==> config.mk <==
export PLATFORM = sky130hd
export DESIGN_NAME = midpoint_line_rasterizer
export DESIGN_NICKNAME = d
export VERILOG_FILES = /design/src/sv/mlr_pkg.sv /design/src/sv/mlr_core.sv /design/src/sv/midpoint_line_rasterizer.sv
export SDC_FILE = /design/constraint.sdc
export NUM_CORES = 1
export LEC_CHECK = 0
export BUFFER_PORTS_ARGS = -buffer_cell sky130_fd_sc_hd__buf_2
export CAP_MARGIN = 20
export CORE_ASPECT_RATIO = 1.1
export CORE_UTILIZATION = 40
export CTS_CLUSTER_DIAMETER = 120
export DETAILED_ROUTE_END_ITERATION = 10
export HOLD_SLACK_MARGIN = 0.1
export PLACE_DENSITY = 0.66
export SYNTH_ARGS = -nofsm -noshare
export SYNTH_HDL_FRONTEND = slang
export SYNTH_SLANG_ARGS = --single-unit
==> constraint.sdc <==
create_clock -name clk -period 17.5 [get_ports clk]
set_input_delay 0 -clock clk [delete_from_list [all_inputs] [get_ports clk]]
set_output_delay 0 -clock clk [all_outputs]
set_load 0.05 [all_outputs]
==> src/sv/mlr_pkg.sv <==
package mlr_pkg;

	localparam int COORD_BITS  = 11;
	localparam int DELTA_BITS  = COORD_BITS + 1;
	localparam int ERR_BITS    = COORD_BITS + 3;
	localparam int COLOUR_BITS = 32;

	localparam logic ACT_START   = 1'b0;
	localparam logic ACT_ADVANCE = 1'b1;

	typedef struct packed {
		logic                   action;
		logic [COORD_BITS-1:0]  start_x;
		logic [COORD_BITS-1:0]  start_y;
		logic [COORD_BITS-1:0]  end_x;
		logic [COORD_BITS-1:0]  end_y;
		logic [COLOUR_BITS-1:0] colour;
	} cmd_t;

	typedef struct packed {
		logic [COORD_BITS-1:0]  x;
		logic [COORD_BITS-1:0]  y;
		logic [COLOUR_BITS-1:0] colour;
		logic                   valid;
		logic                   last;
	} pix_t;

endpackage

==> src/sv/mlr_core.sv <==
module mlr_core import mlr_pkg::*; (
	input  logic clk,
	input  logic arst_n,
	input  logic fire,
	input  cmd_t cmd,
	output pix_t pix
);

	logic [COORD_BITS-1:0]  major_pos_q;
	logic [COORD_BITS-1:0]  minor_pos_q;
	logic [COORD_BITS-1:0]  major_end_q;
	logic signed [ERR_BITS-1:0] err_q;
	logic [DELTA_BITS-1:0]  major_delta_q;
	logic [DELTA_BITS-1:0]  minor_delta_q;
	logic                   swapped_q;
	logic                   major_neg_q;
	logic                   minor_neg_q;
	logic                   active_q;
	logic [COLOUR_BITS-1:0] colour_q;

	// start decode
	logic [COORD_BITS-1:0] adx;
	logic [COORD_BITS-1:0] ady;
	logic                  xneg;
	logic                  yneg;
	logic                  swap;
	logic                  zero_len;
	logic [DELTA_BITS-1:0] st_major_delta;
	logic [DELTA_BITS-1:0] st_minor_delta;
	logic signed [ERR_BITS-1:0] st_err;

	assign xneg     = cmd.end_x < cmd.start_x;
	assign yneg     = cmd.end_y < cmd.start_y;
	assign adx      = xneg ? cmd.start_x - cmd.end_x : cmd.end_x - cmd.start_x;
	assign ady      = yneg ? cmd.start_y - cmd.end_y : cmd.end_y - cmd.start_y;
	assign swap     = ady > adx;
	assign zero_len = (adx == '0) && (ady == '0);
	assign st_major_delta = DELTA_BITS'(swap ? ady : adx);
	assign st_minor_delta = DELTA_BITS'(swap ? adx : ady);
	assign st_err = (ERR_BITS'(st_minor_delta) <<< 1) - ERR_BITS'(st_major_delta);

	// advance step
	logic signed [ERR_BITS-1:0] dm_e;
	logic signed [ERR_BITS-1:0] dmaj_e;
	logic                       minor_step;
	logic signed [ERR_BITS-1:0] adv_err;
	logic [COORD_BITS-1:0]      adv_minor;
	logic [COORD_BITS-1:0]      adv_major;
	logic                       adv_last;

	assign dm_e       = ERR_BITS'(minor_delta_q);
	assign dmaj_e     = ERR_BITS'(major_delta_q);
	assign minor_step = err_q > 0;
	assign adv_err    = minor_step ? err_q + ((dm_e - dmaj_e) <<< 1) : err_q + (dm_e <<< 1);
	assign adv_minor  = minor_step ? (minor_neg_q ? minor_pos_q - 1'b1 : minor_pos_q + 1'b1)
		: minor_pos_q;
	assign adv_major  = major_neg_q ? major_pos_q - 1'b1 : major_pos_q + 1'b1;
	assign adv_last   = adv_major == major_end_q;

	always_comb begin
		pix = '0;
		if (cmd.action == ACT_START) begin
			if (!zero_len) begin
				pix.x      = cmd.start_x;
				pix.y      = cmd.start_y;
				pix.colour = cmd.colour;
				pix.valid  = 1'b1;
			end
		end else if (active_q) begin
			pix.x      = swapped_q ? adv_minor : adv_major;
			pix.y      = swapped_q ? adv_major : adv_minor;
			pix.colour = colour_q;
			pix.valid  = 1'b1;
			pix.last   = adv_last;
		end
	end

	always_ff @(posedge clk or negedge arst_n) begin
		if (!arst_n) begin
			major_pos_q   <= '0;
			minor_pos_q   <= '0;
			major_end_q   <= '0;
			err_q         <= '0;
			major_delta_q <= '0;
			minor_delta_q <= '0;
			swapped_q     <= 1'b0;
			major_neg_q   <= 1'b0;
			minor_neg_q   <= 1'b0;
			active_q      <= 1'b0;
			colour_q      <= '0;
		end else if (fire) begin
			if (cmd.action == ACT_START) begin
				colour_q <= cmd.colour;
				if (zero_len) begin
					active_q <= 1'b0;
				end else begin
					active_q      <= 1'b1;
					swapped_q     <= swap;
					major_pos_q   <= swap ? cmd.start_y : cmd.start_x;
					minor_pos_q   <= swap ? cmd.start_x : cmd.start_y;
					major_end_q   <= swap ? cmd.end_y : cmd.end_x;
					major_neg_q   <= swap ? yneg : xneg;
					minor_neg_q   <= swap ? xneg : yneg;
					major_delta_q <= st_major_delta;
					minor_delta_q <= st_minor_delta;
					err_q         <= st_err;
				end
			end else if (active_q) begin
				major_pos_q <= adv_major;
				minor_pos_q <= adv_minor;
				err_q       <= adv_err;
				if (adv_last) begin
					active_q <= 1'b0;
				end
			end
		end
	end

`ifndef SYNTHESIS
	a_last_ends_line: assert property (@(posedge clk) disable iff (!arst_n)
		fire && pix.valid && pix.last |=> !active_q)
		else $error("line still active after its end pixel");

	a_none_is_zero: assert property (@(posedge clk) disable iff (!arst_n)
		!pix.valid |-> pix.x == '0 && pix.y == '0 && pix.colour == '0 && !pix.last)
		else $error("empty beat carries nonzero fields");

	a_err_bounded: assert property (@(posedge clk) disable iff (!arst_n)
		active_q |-> err_q <= (dm_e <<< 1) && err_q > -(dmaj_e <<< 1))
		else $error("decision term out of range");

	a_idle_holds: assert property (@(posedge clk) disable iff (!arst_n)
		fire && cmd.action == ACT_ADVANCE && !active_q |=> $stable(major_pos_q) && !active_q)
		else $error("advance while idle changed state");
`endif

endmodule

==> src/sv/midpoint_line_rasterizer.sv <==
// pipeline: a command beat is registered in cmd_s1, then its result beat in res_q
// throughput: one command beat and one pixel beat per cycle while res_stall
// is low; one add and sign test of the decision term per pixel sets the cycle
// reset: arst_n clears the line state to idle and empties both pipeline registers
module midpoint_line_rasterizer import mlr_pkg::*; (
	input  logic                   clk,
	input  logic                   arst_n,
	input  logic                   cmd_valid,
	output logic                   cmd_stall,
	input  logic                   action,
	input  logic [COORD_BITS-1:0]  start_x,
	input  logic [COORD_BITS-1:0]  start_y,
	input  logic [COORD_BITS-1:0]  end_x,
	input  logic [COORD_BITS-1:0]  end_y,
	input  logic [COLOUR_BITS-1:0] colour,
	output logic                   res_valid,
	input  logic                   res_stall,
	output logic [COORD_BITS-1:0]  pixel_x,
	output logic [COORD_BITS-1:0]  pixel_y,
	output logic [COLOUR_BITS-1:0] pixel_colour,
	output logic                   pixel_valid,
	output logic                   last_pixel
);

	cmd_t cmd_s1;
	logic valid_s1;
	pix_t pix;
	pix_t res_q;
	logic res_valid_q;
	logic res_free;
	logic fire;
	logic take;

	assign res_free  = !res_valid_q || !res_stall;
	assign fire      = valid_s1 && res_free;
	assign cmd_stall = valid_s1 && !res_free;
	assign take      = cmd_valid && !cmd_stall;

	always_ff @(posedge clk or negedge arst_n) begin
		if (!arst_n) begin
			valid_s1 <= 1'b0;
		end else if (take || fire) begin
			valid_s1 <= take;
		end
	end

	always_ff @(posedge clk) begin
		if (take) begin
			cmd_s1.action  <= action;
			cmd_s1.start_x <= start_x;
			cmd_s1.start_y <= start_y;
			cmd_s1.end_x   <= end_x;
			cmd_s1.end_y   <= end_y;
			cmd_s1.colour  <= colour;
		end
	end

	mlr_core u_core (
		.clk    (clk),
		.arst_n (arst_n),
		.fire   (fire),
		.cmd    (cmd_s1),
		.pix    (pix)
	);

	always_ff @(posedge clk or negedge arst_n) begin
		if (!arst_n) begin
			res_valid_q <= 1'b0;
		end else if (res_free) begin
			res_valid_q <= fire;
		end
	end

	always_ff @(posedge clk) begin
		if (fire) begin
			res_q <= pix;
		end
	end

	assign res_valid    = res_valid_q;
	assign pixel_x      = res_q.x;
	assign pixel_y      = res_q.y;
	assign pixel_colour = res_q.colour;
	assign pixel_valid  = res_q.valid;
	assign last_pixel   = res_q.last;

endmodule
==> impl_metrics.toml, run 1 <==
[synth]
synth_flop_cell = "edfxtp_1"
yosys.area_share.xor_xnor_pct = 3.77
syn_nets = 1657
yosys-top-cells-count = "edfxtp_1, a21oi_1, nand2_1"
synth_top_cell_by_area = "edfxtp_1"
synth_top_family_by_area = "compound AO/OA/AOI/OAI gates"
ys_seq_area_share_pct = 44.9
yosys_warnings = 0
synth_top_area_share_pct = 26.9
synthSimpleGateAreaFrac_pct = 10.4
netlist_area_um2 = 14900
synth_fa_ha_area_share_pct = 9.81
synth_edf_count = 133
synth.distinct_cells = 75
synth_cells = 1465
synth-compound-area-share_pct = 21.2
synth-seq-cells = 240
async_flop_share_pct = 44.6
synth.area.mux_share_pct = 5.15
synthTopCellsByArea = "edfxtp_1, dfrtp_1, ha_1, a21oi_1, mux2_2"
syn_avg_cell_area_um2 = 10.1
yosysMostFrequentCell = "edfxtp_1"

[critical_path]
crit_path_max_fanout = 30
crit_type = "flop to flop"
cp-end-kind = "flop"
worstPathRequired_ns = 17.92
start_kind = "flop"
crit_arrival_ns = 7.89

[die]
start_util_pct = 40.9
ios = 139
die_w_um = 186
die_y_um = 204
die_area_um2 = 37900
fp.coreArea_um2 = 36400
rows = 73

[timing]
fmax_ghz = 0.134
worst_pin_slew_ns = 1.14
tns_ns = 0
finClkSkew_ns = 0.0263
fin_crit_sh_pct = 42.7
rsz0062_at_grt = "false"
max_slew_margin_pct = 23.8
fin_crit_ns = 7.47
drv_slew = 0
final-hold-violation-count = 0
setup_violations = 0

[run]
max_cap_viol_count = 0

[grt]
grt_pass1_vias = 12000
grt_use_total_pct = 22.9
grt_overflow = 0
grt_start_max_net_pins = 84
grt_pass1_wl_um = 66600
antenna_found_initial = 0

[cts]
h-tree-depth = 1
cts.path.max_buffers = 3
cts.clk_slew.worst_paths_ns = 0.07
cts_buffers = 25
cts_tree = "built"
cts-root-buf = "clkbuf_16"
insertion_delay_ns = 0.57
cts_resized = 0
clock_sinks = 240

[power]
p_per_area_nw_per_um2 = 183
ir_drop_mv = 0.0950
p_leak_nw = 7.70

[placed_design]
port_buffers = 138
place_area_um2 = 15900
place_congestion = 0.910
hpwlAfterDp_um = 30400
placed_cells = 2031

[finish]
final_cells = 2160
drive_gt1_share_pct = 16.0
antenna_cells = 0
fin_area_um2 = 17700
fillCellCount = 3381
layout.nets = 1846
area_growth_syn_to_layout_pct = 18.9

[route]
vias = 12000
drt_iter0_markers = 915
via_per_inst = 5.55
antenna_left = 0
wl_per_cell_um = 20.0
drt_first_pass_iters = 6
drc = 0
totalWireLength_um = 43200

[outcome]
status = "finished, final reports clean"

[worst_hold_path]
min_path_type = "primary input to flop"
-- cell type report --
| type | count | area, um2 | area share, % |
|---|---|---|---|
| multi-input combinational | 1055 | 7490 | 42.4 |
| sequential | 240 | 6670 | 37.8 |
| timing repair buffer | 233 | 1630 | 9.24 |
| clock buffer | 28 | 637 | 3.61 |
| tap | 487 | 609 | 3.45 |
| inverter | 99 | 372 | 2.10 |
| clock inverter | 18 | 241 | 1.37 |
-- worst max-delay path, stage by stage (launching register included) --
cell	delay, ns
edfxtp_1	0.52
ha_1	0.46
a21oi_1	0.23
a21boi_1	0.14
nor3_1	0.72
nand2_1	0.18
a211oi_1	0.30
o21ai_0	0.19
nor2b_1	0.21
ha_1	0.33
nand4_1	0.15
a21oi_1	0.05
or3_1	0.44
o21ai_2	0.42
buf_4	0.40
nand2_1	0.07
o21ai_0	0.20
ha_1	0.33
and3_1	0.19
o211ai_1	0.12
o211ai_1	0.18
and3_1	0.24
o31ai_1	0.44
a311oi_1	0.20
a211oi_1	0.34
xor2_1	0.17
o211ai_1	0.09
-- path summary, 6_finish.rpt --
kind	from	endpoint	slack, ns	depth (start not counted)
worst min-delay path	end_x[5]	cmd_s1[48]	0.14	2
max in group asynchronous	arst_n	u_core.colour_q[4]	16.09	4
worst min register to register	u_core.major_pos_q[9]	u_core.major_pos_q[9]	0.49	2
worst max register to register	cmd_s1[74]	u_core.err_q[9]	10.03	26
min in group asynchronous	arst_n	u_core.err_q[2]	0.48	4
worst max-delay path	cmd_s1[74]	u_core.err_q[9]	10.03	26
-- sequential cells by signal (all words and copies together) (netlist names), 11 cells and up --
register and count:
cmd_s1 77, pixel_colour 32, u_core.colour_q 32, u_core.err_q 14
pixel_x 11, pixel_y 11, u_core.major_delta_q 11, u_core.major_end_q 11
u_core.major_pos_q 11, u_core.minor_delta_q 11, u_core.minor_pos_q 11
-- cells in the final DEF (no fill, tap or decap), types with 7 or more instances in the layout --
cell and n:
xnor2_1 41, a211oi_1 17, mux2_2 51, ha_1 102, a21o_1 41, a31oi_1 9
nand4_1 12, inv_1 97, edfxtp_1 133, nor2_1 70, o21a_1 13, nand3_1 28
dlygate4sd3_1 82, nor2b_1 21, dfrtp_1 107, and3_1 9, buf_4 13, a22o_1 54
a21oi_1 132, mux2i_1 19, nand2_1 131, or3_1 7, buf_2 137, a211o_1 8
o211ai_1 16, nor3_1 22, o31ai_1 9, clkbuf_16 25, fa_1 9, o21ai_0 109
o21bai_1 12, xor2_1 23
-- logic make-up (layout without fill, tap and decap cells) --
group	Yosys count	in the layout
flip-flops	240	240
AND/OR/NAND/NOR	334	334
buffers and inverters	170	378
multiplexers	70	70
AO/OA/AOI/OAI	476	476
adder cells (fa/ha/maj)	111	111
XOR/XNOR	64	64
-- report_power, final --
part	total, W	internal, W	switching (W)
Clock	0.000574	0.000339	0.000235
Combinational	0.00181	0.000731	0.00108
Sequential	0.000846	0.000742	0.000104
Total	0.00323	0.00181	0.00142
-- what timing repair did --
item | CTS | global route
hold buffers | 83 | 0
endpoints found under the hold margin | 140 | 0
buffers inserted | 0 | 0
-- routing by layer --
| metal | track usage [%] | wire (um) |
|---|---|---|
| met3 | 4.08 | 2760 |
| met2 | 37.6 | 20500 |
| met5 | 0 | 0 |
| met4 | 9.40 | 1670 |
| met1 | 29.6 | 18200 |
-- through the flow --
stage                     setup slack, ns  total power [W]  hold WS (ns)  utilization, %
final                               10.03          0.00323         0.138            48.6
after global routing                 9.39          0.00347         0.135            48.6
after CTS                           10.11          0.00323         0.111            48.6
after detailed placement            10.16          0.00262        0.0710            43.8
after global placement              10.32          0.00258        0.0682            43.8
after floorplan                     10.75          0.00221        -0.296               -
Note: power is estimated with default switching activity, not from simulation.
==> run 2, diff against run 1 <==
--- a/config.mk
+++ b/config.mk
@@ -5,6 +5,7 @@
 export SDC_FILE = /design/constraint.sdc
 export NUM_CORES = 1
 export LEC_CHECK = 0
+export ABC_AREA = 1
 export BUFFER_PORTS_ARGS = -buffer_cell sky130_fd_sc_hd__buf_2
 export CAP_MARGIN = 20
 export CORE_ASPECT_RATIO = 1.1
@@ -12,7 +13,7 @@
 export CTS_CLUSTER_DIAMETER = 120
 export DETAILED_ROUTE_END_ITERATION = 10
 export HOLD_SLACK_MARGIN = 0.1
-export PLACE_DENSITY = 0.66
+export PLACE_DENSITY = 0.68
 export SYNTH_ARGS = -nofsm -noshare
 export SYNTH_HDL_FRONTEND = slang
 export SYNTH_SLANG_ARGS = --single-unit
==> constraint.sdc (replaced) <==
create_clock -name clk -period 6.5 [get_ports clk]
set_input_delay 0 -clock clk [delete_from_list [all_inputs] [get_ports clk]]
set_output_delay 0 -clock clk [all_outputs]
set_load 0.05 [all_outputs]
==> impl_metrics.toml, run 2 <==
[synth]
yosysMostFrequentCell = "nand2_1"
syn_nets = 2125
synth_cells = 1933
yosys-top-cells-count = "nand2_1, inv_1, o21ai_0"
synthSimpleGateAreaFrac_pct = 22.2
synth_top_cell_by_area = "edfxtp_1"
synthTopCellsByArea = "edfxtp_1, dfrtp_1, nand2_1, ha_1, o21ai_0"
synth_top_family_by_area = "simple AND/OR/NAND/NOR gates"
synth-compound-area-share_pct = 13.4
ys_seq_area_share_pct = 43.1
synth-seq-cells = 240
synth_top_area_share_pct = 25.8
yosys_warnings = 0
synth.distinct_cells = 49
yosys.area_share.xor_xnor_pct = 3.11
synth_fa_ha_area_share_pct = 9.41
netlist_area_um2 = 15500
synth_edf_count = 133
synth.area.mux_share_pct = 0
synth_flop_cell = "edfxtp_1"
syn_avg_cell_area_um2 = 8.00
async_flop_share_pct = 44.6

[critical_path]
crit_type = "flop to flop"
crit_path_max_fanout = 24
crit_arrival_ns = 6.23
cp_slowest_stage_delay_ns = 0.49
cpMostUsedCell = "nand2_1"
worst_path_max_delay_cell = "edfxtp_1"
worstPathRequired_ns = 6.95
start_kind = "flop"
cp-end-kind = "flop"

[timing]
final-hold-violation-count = 0
drv_slew = 0
fin_crit_ns = 5.78
setup_violations = 0
fin_crit_sh_pct = 88.9
finClkSkew_ns = 0.0175
tns_ns = 0
max_slew_margin_pct = 29.6
rsz0062_at_grt = "false"
fmax_ghz = 0.173
worst_pin_slew_ns = 1.05

[grt]
met1_usage_pct = 30.4
use_met3_pct = 3.78
busiest_layer = "met2"
grt_overflow = 0
grt_start_max_net_pins = 68
antenna_found_initial = 0
grt_use_total_pct = 23.9
met2_usage_pct = 40.1
grt_pass1_wl_um = 73500
grt_pass1_vias = 13500

[finish]
fillCellCount = 3689
drive_gt1_share_pct = 12.2
regMostFlops = "cmd_s1"
area_growth_syn_to_layout_pct = 18.5
mostFrequentLayoutCell = "nand2_1"
final_cells = 2648
layout.nets = 2319
mostFrequentLayoutCells = "nand2_1, inv_1, o21ai_0, buf_2, edfxtp_1"
multi_input_area_um2 = 7450
largest_reg_flops = 77
antenna_cells = 0
regArea_um2 = 6670

[placed_design]
hpwlAfterDp_um = 34100
placed_cells = 2515
port_buffers = 138
place_congestion = 0.975

[cts]
insertion_delay_ns = 0.57
cts.path.max_buffers = 3
clock_sinks = 240
cts-root-buf = "clkbuf_16"
h-tree-depth = 1
cts_tree = "built"
cts_buffers = 27
cts.clk_slew.worst_paths_ns = 0.07

[die]
fp.coreArea_um2 = 38100
start_util_pct = 40.6
ios = 139
die_y_um = 208
die_area_um2 = 39500
die_w_um = 190
rows = 75

[power]
p_per_area_nw_per_um2 = 502
ir_drop_mv = 0.279
p_leak_nw = 8.89

[route]
via_per_inst = 5.18
drc = 0
drt_iter0_markers = 994
wl_per_cell_um = 17.4
vias = 13700
antenna_left = 0
drt_first_pass_iters = 5
totalWireLength_um = 46100

[worst_hold_path]
min_path_type = "primary input to flop"

[run]
max_cap_viol_count = 0

[outcome]
status = "finished, final reports clean"
[run 2: cell count changes in the layout (fill, tap and decap cells not counted), sizes merged, moves of 22 or more]
| cell | before | now |
|---|---|---|
| a22o | 54 | 0 |
| inv | 99 | 265 |
| o21ai | 111 | 228 |
| mux2 | 51 | 0 |
| nand2 | 132 | 591 |
| nor2b | 22 | 0 |
| a21oi | 133 | 92 |
| a21o | 41 | 2 |
| xnor2 | 41 | 17 |
| nand3 | 28 | 82 |
[run 2: routing by layer]
layer / wire length, um / part of all wire (%)
met3: 2940 / 6.4
met1: 19200 / 42
met5: 0 / 0
met2: 22000 / 48
met4: 1990 / 4.3
[run 2: final cells by class]
cell class	count	area share (%)
sequential	240	36.4
multi-input combinational	1363	40.7
inverter	263	5.39
timing repair buffer	232	8.92
clock inverter	21	1.49
clock buffer	29	3.73
tap	500	3.41
[run 2: path summary, 6_finish.rpt]
path	startpoint	to	slack, ns	cells after the start
min reg2reg	u_core.err_q[0]	u_core.err_q[0]	0.48	2
max in group asynchronous	arst_n	u_core.major_end_q[4]	5.02	4
min	end_x[1]	cmd_s1[44]	0.13	2
max	cmd_s1[56]	u_core.err_q[11]	0.72	28
max reg2reg	cmd_s1[56]	u_core.err_q[11]	0.72	28
min in group asynchronous	arst_n	u_core.err_q[3]	0.57	4
[run 2: where the power goes]
group          leakage [nW]  switching, W  internal (W)  total, W
clock network         0.454      0.000674      0.000973   0.00165
logic                  5.84       0.00348       0.00176   0.00524
registers              2.60      0.000281       0.00203   0.00231
[run 2: cell families after synthesis]
| group | count (synthesis) |
|---|---|
| flops | 240 |
| compound gates | 384 |
| simple gates | 814 |
| xor+xnor | 54 |
| buf+inv | 330 |
| fa+ha+maj | 111 |
[run 2: worst max-delay path: cells and delay by family, from the launching register on]
family | cells | cell delay [ns]
xor+xnor | 1 | 0.42
fa+ha+maj | 3 | 1.17
simple gates | 17 | 2.19
buf+inv | 2 | 0.47
flops | 1 | 0.49
compound gates | 5 | 0.91
[run 2: metrics by stage]
| step | util, % | instance area (um2) | worst slack, ns | hold slack [ns] | total power, W |
|---|---|---|---|---|---|
| floorplan | - | 15500 | 1.84 | -0.296 | 0.00616 |
| global placement | 43.3 | 16500 | 0.921 | 0.0467 | 0.00735 |
| detailed placement | 43.3 | 16500 | 0.864 | 0.0479 | 0.00744 |
| CTS | 48.0 | 18300 | 0.830 | 0.106 | 0.00916 |
| global route | 48.1 | 18300 | 0.0782 | 0.129 | 0.0100 |
| finish | 48.1 | 18300 | 0.721 | 0.132 | 0.00920 |
[run 2: timing repair]
action | 4_1_cts | 5_1_grt
hold buffers | 82 | 0
gates resized for setup | 0 | 0
buffers inserted | 0 | 0
hold endpoints to repair | 131 | 0
